### config.mk
export PLATFORM = sky130hd
export DESIGN_NAME = top_k_sorted_insert_flat
export DESIGN_NICKNAME = d
export VERILOG_FILES = /design/src/hdl/tksi_pkg.sv /design/src/hdl/tksi_if.sv /design/src/hdl/tksi_cell.sv /design/src/hdl/top_k_sorted_insert.sv /design/src/flat_wrapper.sv
export SDC_FILE = /design/constraint.sdc
export NUM_CORES = 1
export LEC_CHECK = 0
export BUFFER_PORTS_ARGS = -buffer_cell sky130_fd_sc_hd__buf_2
export CAP_MARGIN = 15
export CORE_ASPECT_RATIO = 1.5
export CORE_MARGIN = 2
export CORE_UTILIZATION = 25
export CTS_BUF_LIST = sky130_fd_sc_hd__clkbuf_8
export DETAILED_ROUTE_END_ITERATION = 12
export PLACE_DENSITY = 0.53
export RECOVER_POWER = 50
export SLEW_MARGIN = 25
export SYNTH_ARGS = -nofsm -noshare
export SYNTH_HDL_FRONTEND = slang
export SYNTH_SLANG_ARGS = --single-unit
### constraint.sdc
create_clock -name clk -period 17.3 [get_ports clk]
set_input_delay 0 -clock clk [delete_from_list [all_inputs] [get_ports clk]]
set_output_delay 0 -clock clk [all_outputs]
set_load 0.01 [all_outputs]
### src/hdl/tksi_pkg.sv
`timescale 1ns / 1ps
// ----------------------------------------------------------------------------
// tksi_pkg
// Shared widths, constants and types of the top-k sorted insertion table.
// ----------------------------------------------------------------------------
package tksi_pkg;

	localparam int SCORE_W = 32;
	localparam int TAG_W   = 24;
	localparam int POS_W   = 3;
	localparam int SLOTS   = 5;

	localparam logic [POS_W-1:0] POS_NOT_PLACED = 3'd5;

	typedef struct packed {
		logic [SCORE_W-1:0] score;
		logic [TAG_W-1:0]   tag;
	} entry_t;

	// What a cell hands to the cell below it.
	typedef struct packed {
		logic   gt;
		entry_t entry;
	} link_t;

	// What a cell reports to the control logic.
	typedef struct packed {
		logic   take_new;
		entry_t nxt;
	} cell_stat_t;

	typedef struct packed {
		logic               placed;
		logic [POS_W-1:0]   position;
		entry_t [SLOTS-1:0] table_e;
	} result_t;

endpackage

### src/hdl/tksi_if.sv
`timescale 1ns / 1ps
// ----------------------------------------------------------------------------
// tksi_in_if / tksi_out_if
// Valid/ready channels for the offered entries and for the table results.
// ----------------------------------------------------------------------------
interface tksi_in_if;
	logic                          valid;
	logic                          ready;
	logic                          mode;
	logic [tksi_pkg::SCORE_W-1:0]  score;
	logic [tksi_pkg::TAG_W-1:0]    tag;

	modport source (output valid, mode, score, tag, input ready);
	modport sink (input valid, mode, score, tag, output ready);
endinterface

interface tksi_out_if;
	logic                          valid;
	logic                          ready;
	logic                          placed;
	logic [tksi_pkg::POS_W-1:0]    position;
	logic [tksi_pkg::SCORE_W-1:0]  score_0;
	logic [tksi_pkg::SCORE_W-1:0]  score_1;
	logic [tksi_pkg::SCORE_W-1:0]  score_2;
	logic [tksi_pkg::SCORE_W-1:0]  score_3;
	logic [tksi_pkg::SCORE_W-1:0]  score_4;
	logic [tksi_pkg::TAG_W-1:0]    tag_0;
	logic [tksi_pkg::TAG_W-1:0]    tag_1;
	logic [tksi_pkg::TAG_W-1:0]    tag_2;
	logic [tksi_pkg::TAG_W-1:0]    tag_3;
	logic [tksi_pkg::TAG_W-1:0]    tag_4;

	modport source (output valid, placed, position, score_0, score_1, score_2, score_3,
		score_4, tag_0, tag_1, tag_2, tag_3, tag_4, input ready);
	modport sink (input valid, placed, position, score_0, score_1, score_2, score_3,
		score_4, tag_0, tag_1, tag_2, tag_3, tag_4, output ready);
endinterface

### src/hdl/tksi_cell.sv
`timescale 1ns / 1ps
// ----------------------------------------------------------------------------
// tksi_cell
// One rank of the table: compares the offered entry with its own and either
// holds, takes the offered entry, or takes the entry of the rank above.
// ----------------------------------------------------------------------------
module tksi_cell (
	input  logic                clk,
	input  logic                arst_n,
	input  logic                en,
	input  logic                force_gt,
	input  tksi_pkg::entry_t    offer,
	input  tksi_pkg::link_t     up,
	output tksi_pkg::link_t     down,
	output tksi_pkg::cell_stat_t stat
);
	import tksi_pkg::*;

	entry_t entry_q;
	entry_t nxt;
	logic   gt;

	always_comb begin
		gt = (offer.score > entry_q.score) | force_gt;
		stat.take_new = gt & ~up.gt;
		if (up.gt) begin
			nxt = up.entry;
		end else if (gt) begin
			nxt = offer;
		end else begin
			nxt = entry_q;
		end
		stat.nxt = nxt;
		down.gt = gt;
		down.entry = entry_q;
	end

	always_ff @(posedge clk or negedge arst_n) begin
		if (!arst_n) begin
			entry_q <= '0;
		end else if (en) begin
			entry_q <= nxt;
		end
	end

endmodule

### src/hdl/top_k_sorted_insert.sv
`timescale 1ns / 1ps
// ----------------------------------------------------------------------------
// top_k_sorted_insert
// Keeps the ENTRIES highest scores with their tags in descending order; with mode set, the
// last rank takes the offered entry when no rank above takes it. Each result beat is registered
// and valid in the cycle after its input beat is accepted. Throughput: one beat per cycle while
// no result beat waits untaken; every rank compares and shifts at once. The output register frees
// its slot in the cycle its beat is taken. Reset clears every kept score and tag to zero and empties the output.
// ----------------------------------------------------------------------------
module top_k_sorted_insert #(
	parameter int ENTRIES = 5
) (
	input  logic       clk,
	input  logic       arst_n,
	tksi_in_if.sink    in_ch,
	tksi_out_if.source out_ch
);
	import tksi_pkg::*;

	entry_t               offer;
	link_t  [ENTRIES:0]   links;
	cell_stat_t [ENTRIES-1:0] stats;
	logic                 accept;
	logic                 out_valid_q;
	result_t              res_q;
	result_t              res_nxt;

	assign offer.score = in_ch.score;
	assign offer.tag   = in_ch.tag;
	assign in_ch.ready = ~out_valid_q | out_ch.ready;
	assign accept      = in_ch.valid & in_ch.ready;
	assign links[0]    = '0;

	for (genvar k = 0; k < ENTRIES; k++) begin : g_cell
		tksi_cell u_cell (
			.clk      (clk),
			.arst_n   (arst_n),
			.en       (accept),
			.force_gt ((k == ENTRIES - 1) ? in_ch.mode : 1'b0),
			.offer    (offer),
			.up       (links[k]),
			.down     (links[k+1]),
			.stat     (stats[k])
		);
	end

	always_comb begin
		res_nxt = '0;
		res_nxt.placed = links[ENTRIES].gt;
		res_nxt.position = POS_NOT_PLACED;
		for (int k = 0; k < ENTRIES; k++) begin
			res_nxt.table_e[k] = stats[k].nxt;
			if (stats[k].take_new) begin
				res_nxt.position = POS_W'(k);
			end
		end
	end

	always_ff @(posedge clk or negedge arst_n) begin
		if (!arst_n) begin
			out_valid_q <= 1'b0;
		end else if (accept) begin
			out_valid_q <= 1'b1;
		end else if (out_ch.ready) begin
			out_valid_q <= 1'b0;
		end
	end

	always_ff @(posedge clk) begin
		if (accept) begin
			res_q <= res_nxt;
		end
	end

	assign out_ch.valid    = out_valid_q;
	assign out_ch.placed   = res_q.placed;
	assign out_ch.position = res_q.position;
	assign out_ch.score_0  = res_q.table_e[0].score;
	assign out_ch.score_1  = res_q.table_e[1].score;
	assign out_ch.score_2  = res_q.table_e[2].score;
	assign out_ch.score_3  = res_q.table_e[3].score;
	assign out_ch.score_4  = res_q.table_e[4].score;
	assign out_ch.tag_0    = res_q.table_e[0].tag;
	assign out_ch.tag_1    = res_q.table_e[1].tag;
	assign out_ch.tag_2    = res_q.table_e[2].tag;
	assign out_ch.tag_3    = res_q.table_e[3].tag;
	assign out_ch.tag_4    = res_q.table_e[4].tag;

endmodule
### src/flat_wrapper.sv
// flat-port wrapper written by rule: the top's interface ports become plain ports
module top_k_sorted_insert_flat import tksi_pkg::*;
#(
	parameter int ENTRIES = 5
)
  (clk, arst_n, in_ch_valid, in_ch_mode, in_ch_score, in_ch_tag, in_ch_ready, out_ch_valid, out_ch_placed, out_ch_position, out_ch_score_0, out_ch_score_1, out_ch_score_2, out_ch_score_3, out_ch_score_4, out_ch_tag_0, out_ch_tag_1, out_ch_tag_2, out_ch_tag_3, out_ch_tag_4, out_ch_ready);
  tksi_in_if in_ch_i ();
  tksi_out_if out_ch_i ();
  input  logic clk;
  input  logic arst_n;
  input wire logic [$bits(in_ch_i.valid)-1:0] in_ch_valid;
  input wire logic [$bits(in_ch_i.mode)-1:0] in_ch_mode;
  input wire logic [$bits(in_ch_i.score)-1:0] in_ch_score;
  input wire logic [$bits(in_ch_i.tag)-1:0] in_ch_tag;
  output wire logic [$bits(in_ch_i.ready)-1:0] in_ch_ready;
  output wire logic [$bits(out_ch_i.valid)-1:0] out_ch_valid;
  output wire logic [$bits(out_ch_i.placed)-1:0] out_ch_placed;
  output wire logic [$bits(out_ch_i.position)-1:0] out_ch_position;
  output wire logic [$bits(out_ch_i.score_0)-1:0] out_ch_score_0;
  output wire logic [$bits(out_ch_i.score_1)-1:0] out_ch_score_1;
  output wire logic [$bits(out_ch_i.score_2)-1:0] out_ch_score_2;
  output wire logic [$bits(out_ch_i.score_3)-1:0] out_ch_score_3;
  output wire logic [$bits(out_ch_i.score_4)-1:0] out_ch_score_4;
  output wire logic [$bits(out_ch_i.tag_0)-1:0] out_ch_tag_0;
  output wire logic [$bits(out_ch_i.tag_1)-1:0] out_ch_tag_1;
  output wire logic [$bits(out_ch_i.tag_2)-1:0] out_ch_tag_2;
  output wire logic [$bits(out_ch_i.tag_3)-1:0] out_ch_tag_3;
  output wire logic [$bits(out_ch_i.tag_4)-1:0] out_ch_tag_4;
  input wire logic [$bits(out_ch_i.ready)-1:0] out_ch_ready;
  assign in_ch_i.valid = in_ch_valid;
  assign in_ch_i.mode = in_ch_mode;
  assign in_ch_i.score = in_ch_score;
  assign in_ch_i.tag = in_ch_tag;
  assign in_ch_ready = in_ch_i.ready;
  assign out_ch_valid = out_ch_i.valid;
  assign out_ch_placed = out_ch_i.placed;
  assign out_ch_position = out_ch_i.position;
  assign out_ch_score_0 = out_ch_i.score_0;
  assign out_ch_score_1 = out_ch_i.score_1;
  assign out_ch_score_2 = out_ch_i.score_2;
  assign out_ch_score_3 = out_ch_i.score_3;
  assign out_ch_score_4 = out_ch_i.score_4;
  assign out_ch_tag_0 = out_ch_i.tag_0;
  assign out_ch_tag_1 = out_ch_i.tag_1;
  assign out_ch_tag_2 = out_ch_i.tag_2;
  assign out_ch_tag_3 = out_ch_i.tag_3;
  assign out_ch_tag_4 = out_ch_i.tag_4;
  assign out_ch_i.ready = out_ch_ready;
  top_k_sorted_insert #(.ENTRIES(ENTRIES)) u_core (.clk(clk), .arst_n(arst_n), .in_ch(in_ch_i), .out_ch(out_ch_i));
endmodule
==> Word-level counts from Yosys, hierarchy flattened <==
Cells that the tools add are included.
W data, S select, Z words.
{ "totals": {"regBits": 565, "out_inout_bits": 286} }
{ "op_classes": {"order_cmp": 5, "muxes": 15, "n_reduce_logical": 1, "n_bitwise": 12} }
{ "ops": {"columns": ["operator", "count"], "rows": [
  ["$mux W56", 9],
  ["$gt A32 B32 Y1", 5],
  ["$mux W3", 4],
  ["$and A1 B1 Y1", 5],
  ["$not A1 Y1", 5],
  ["$mux W1", 2],
  ["$or A1 B1 Y1", 2],
  ["$reduce_bool A2 Y1", 1]
]} }

==> Logic depth before layout (Yosys ltp) <==
{ "logic_depth": {"word_depth": 6, "depth_mapped": 12} }

==> Cells and area by module <==
Synthesis repeated with hierarchy kept, for this count alone.
{ "hier_totals": {"hier_cells": 3196, "hier_area_um2": 32209.6} }
{ "by_module_without_submodules": {"columns": ["mod", "cells_per_inst", "area_per_inst_um2", "n_inst"], "rows": [
  ["tksi_cell", 580, 4715.8, 5],
  ["top_k_sorted_insert", 296, 8630.8, 1]
]} }

==> Least setup slack after synthesis <==
No wires, ideal clock.
{ "synth_path": {"kind": "register -> register", "from": "register u_core.out_valid_q (netlist: u_core.out_ch.valid)", "to": "register u_core.res_q (netlist bit u_core.out_ch.placed) (enable)", "setup_slack_ns": 7.401, "required_time_ns": 16.542, "path_stages_with_launch": 7, "synth_period_minus_slack_ns": 9.899, "arrival_ns": 9.141, "path_cell_list": "dfrtp_1 nand2b_1 nand2_1 inv_1 clkbuf_1 clkbuf_1 buf_1"} }
{ "synth_via": {"elab_chain_len": 3} }
{ "synth_rtl": {"columns": ["item", "line_no", "rtl"], "rows": [
  ["from (decl)", "top_k_sorted_insert.sv:24", "logic out_valid_q;"],
  ["from (signal assigned)", "top_k_sorted_insert.sv:61", "out_valid_q <= 1'b0;"],
  ["from (signal assigned)", "top_k_sorted_insert.sv:63", "out_valid_q <= 1'b1;"],
  ["from (signal assigned)", "top_k_sorted_insert.sv:65", "out_valid_q <= 1'b0;"],
  ["$not A1 Y1", "top_k_sorted_insert.sv:30", "assign in_ch.ready = ~out_valid_q | out_ch.ready;"],
  ["$or A1 B1 Y1", "top_k_sorted_insert.sv:30", null],
  ["$and A1 B1 Y1", "top_k_sorted_insert.sv:31", "assign accept = in_ch.valid & in_ch.ready;"],
  ["named net u_core.accept", "top_k_sorted_insert.sv:23", "logic accept;"],
  ["to (signal assigned)", "top_k_sorted_insert.sv:71", "res_q <= res_nxt;"],
  ["to (decl)", "top_k_sorted_insert.sv:25", "result_t res_q;"]
]} }
The timed path passes the listed nets, and every way through them passes these cells.
A chain may end at the register's enable or synchronous reset.

==> Worst setup path in the final report <==
{ "layout_path": {"from": "register u_core.out_valid_q (netlist: u_core.out_ch.valid)", "to": "register u_core.g_cell[4].u_cell.entry_q (netlist bit u_core.g_cell[4].u_cell.down[1])"} }
{ "layout_via": {"elab_chain_len": 3} }
{ "layout_rtl": {"columns": ["item", "line_no", "rtl"], "rows": [
  ["$not A1 Y1", "top_k_sorted_insert.sv:30", null],
  ["$or A1 B1 Y1", "top_k_sorted_insert.sv:30", null],
  ["$and A1 B1 Y1", "top_k_sorted_insert.sv:31", null],
  ["to (signal assigned)", "tksi_cell.sv:42", "entry_q <= nxt;"],
  ["to (decl)", "tksi_cell.sv:19", "entry_t entry_q;"]
]} }
Every way passes these cells.

==> impl_results.md <==
- Outcome: finished, violations left
- Failing checks: max-capacitance violations, max-slew violations
- RSZ-0062 raised after global routing: no
- CTS tree: done
- Crit path DAT: 10,680 ps
- WP data required: 18,000 ps
- Grt ovf: 0
- Tmin final: 9970 ps
- LEAKAGE: 14.5 nW
- Fin worst setup slack: 7330 ps
- Post-Synthesis Cells: 2,964
- DRC: 0
- Area delta synth->final: 17.8%
- Avg Cell Area, Syn: 10.1 um^2
- Hold Path Origin: in_ch_valid
- Antenna violations before repair: 5
- Routability-driven placement congestion ratio: 0.821
- Reg2reg setup slack: 7330 ps
- Largest net degree at the start of global routing: 103
- Post-synth EDFFs: 284
- Hold endpoint: u_core.out_ch.valid
- WL final: 110 mm
- Clock Tree Root: clkbuf_8
- Actual slew at the worst max-slew pin: 5790 ps
- Hold WC Path Type: input pin to register
- CTS sink count: 565
- Clock Skews: 52.0 ps
- CP max FO: 102
- Antenna Nets Post-Route: 0
- Worst setup EP type: register
- Multi-input gate area: 12,900 um^2
- Yosys warns: 0
- DRT iter0 DRCs: 1,898
- Via density per instance: 5.03
- Number of setup violations in the final report: 0
- Vias in the first global route: 24,400
- Die area: 123,000 um^2
- Seq. cell area: 15,600 um^2
- Row Count: 155
- Clock slew at reported path FFs: 70 ps
- Nets@finish: 3,509
- Drt first pass iters: 5
- Critical R2R Launch: u_core.out_ch.valid
- Max-slew violations: 568
- Initial core utilization: 0.252
- Max_cap viols: 10
- Flops & latches, synth: 565
- Relative max-transition margin: -2.86
- Syn_nets: 3,185
- Later-pin clock latency in the skew report: 810 ps
- Post_cts resized: 0
- Synth cell types: 54
- Setup WS pre-CTS: 11,820 ps
- Post-CTS setup buffers: 0
- Hold path cells: 3
- Fmax: 0.100 GHz
- Main synth FF type: edfxtp_1
- Fill cell count: 12,600
- CP Launch Type: register
- Total core area: 119,000 um^2
- Via count: 24,800
- Maximum clock insertion buffer count: 3
- Sequential-to-total area share from yosys stat: 0.518
- # hold bufs at CTS: 59
- Final period util: 0.577
- Crit Path Category: register to register
- Setup TNS: 0 ps
- Share of cells above drive strength 1: 0.0923
- Routed length per instance: 22.3 um
- Final Hold Fails: 0
- Pwr dens: 195 nW/um^2
- IO Pins: 347
- Port bufs: 346
- H-tree levels: 3
- GRT Util Overall: 0.176
- DP Wirelength: 71.0 mm
- First-pass GRT wire length: 163 mm
- Max VDD drop: 0.0858 mV
- R2r worst-path depth: 9
- Total CTS buffers: 93
- Fraction of registers with async set/reset: 0.497
- Die Wd: 287 um
- Die Ht: 429 um
- Post-Syn Area: 30,100 um^2
- RR Endpoint: u_core.g_cell[4].u_cell.down[1]
per-layer routing:
layer | global-route usage | wire length [um] | share of wire
met1 | 0.229 | 47100 | 0.43
met2 | 0.288 | 53000 | 0.48
met3 | 0.0273 | 5590 | 0.051
met4 | 0.0732 | 4240 | 0.039
met5 | 0 | 11 | 0.00010
critical path: stages (launching register included):
cell	delay, ps
dfrtp_1	380
nand2b_1	1290
nand2_1	1950
inv_8	1330
clkbuf_1	2510
buf_4	970
buf_4	870
nand2_1	110
nor2_1	140
a221o_1	130
sequential cells by signal (all words and copies together) (netlist names):
name                       flops
u_core.out_ch.tag_1           24
u_core.out_ch.tag_0           24
u_core.out_ch.score_4         32
u_core.out_ch.score_2         32
u_core.out_ch.score_0         32
u_core.out_ch.score_3         32
u_core.out_ch.tag_4           24
u_core.out_ch.position         3
u_core.out_ch.placed           1
u_core.g_cell.u_cell.down    280
u_core.out_ch.score_1         32
u_core.out_ch.valid            1
u_core.out_ch.tag_3           24
u_core.out_ch.tag_2           24
cell usage after synthesis, types with 13 or more instances:
| cell type | n | share of area |
|---|---|---|
| nand4_1 | 34 | 0.0071 |
| mux2i_1 | 112 | 0.037 |
| a31oi_1 | 112 | 0.023 |
| o211ai_1 | 67 | 0.017 |
| nand3_1 | 145 | 0.024 |
| mux2_2 | 56 | 0.021 |
| a21o_1 | 13 | 0.0032 |
| dfrtp_1 | 281 | 0.23 |
| nand2_1 | 387 | 0.048 |
| o21ai_1 | 29 | 0.0048 |
| a21oi_1 | 172 | 0.029 |
| clkbuf_1 | 103 | 0.013 |
| buf_2 | 98 | 0.016 |
| o21ai_0 | 16 | 0.0027 |
| nor2_1 | 259 | 0.032 |
| a221o_1 | 168 | 0.056 |
| edfxtp_1 | 284 | 0.28 |
| inv_1 | 191 | 0.024 |
| ha_1 | 160 | 0.067 |
| and3_1 | 106 | 0.022 |
| nor3_1 | 88 | 0.015 |
cell families after synthesis:
kind of cell,Yosys count,share of synthesized area
flops,565,0.518
compound gates,613,0.145
fa+ha+maj,160,0.0666
simple gates,1046,0.155
buf+inv,412,0.0574
mux,168,0.0583
cell usage in the layout (no fill, tap or decap), types with 38 or more instances in the layout:
cell           count
a21oi_1          170
a221o_1          168
a31oi_1          112
and3_1           106
buf_2             59
buf_4             38
clkbuf_1         295
clkbuf_8          98
dfrtp_1          281
dlygate4sd3_1     58
edfxtp_1         284
ha_1             160
inv_1            211
mux2_2            56
mux2i_1          112
nand2_1          385
nand3_1          145
nor2_1           257
nor3_1            87
o211ai_1          67
through the flow:
step / cell area [um^2] / util / hold slack (ps) / instances / power, W
after floorplan: 30100 / - / -296 / 2964 / 0.00450
after global placement: 33300 / 0.279 / 142 / 4704 / 0.00566
after detailed placement: 33300 / 0.279 / 133 / 4704 / 0.00569
after CTS: 35800 / 0.301 / 1.17 / 4938 / 0.00703
after global routing: 35400 / 0.297 / 35.2 / 4941 / 0.00739
final: 35400 / 0.297 / 95.8 / 4942 / 0.00691
how the worst max path moves through the flow:
stage / startpoint / end / slack (ps) / cells after the start
floorplan: u_core.out_ch.valid / u_core.out_ch.placed / 7400 / 6
global placement: u_core.g_cell[2].u_cell.down[54] / u_core.g_cell[2].u_cell.down[21] / 11840 / 11
detailed placement: u_core.g_cell[2].u_cell.down[55] / u_core.out_ch.position[0] / 11820 / 11
CTS: u_core.g_cell[2].u_cell.down[55] / u_core.out_ch.position[0] / 11780 / 11
global route: u_core.out_ch.valid / u_core.g_cell[4].u_cell.down[1] / 6490 / 9
finish: u_core.out_ch.valid / u_core.g_cell[4].u_cell.down[1] / 7330 / 9
power breakdown:
group | internal, W | total, W | switching (W) | leakage [nW]
clock network | 0.000668 | 0.00128 | 0.000614 | 1.08
registers | 0.00212 | 0.00254 | 0.000421 | 6.23
logic | 0.00103 | 0.00308 | 0.00205 | 7.15
total | 0.00383 | 0.00691 | 0.00308 | 14.5
final cells by class:
type,count,share of cell area
flip-flops and latches,565,0.439
multi-input cells,1987,0.365
repair buffers,450,0.0641
well taps,1570,0.0555
clock buffers,98,0.0381
inverters,191,0.0205
clock inverters,77,0.0170
diodes,4,0.000283
Note: power is estimated with default switching activity, not from simulation.
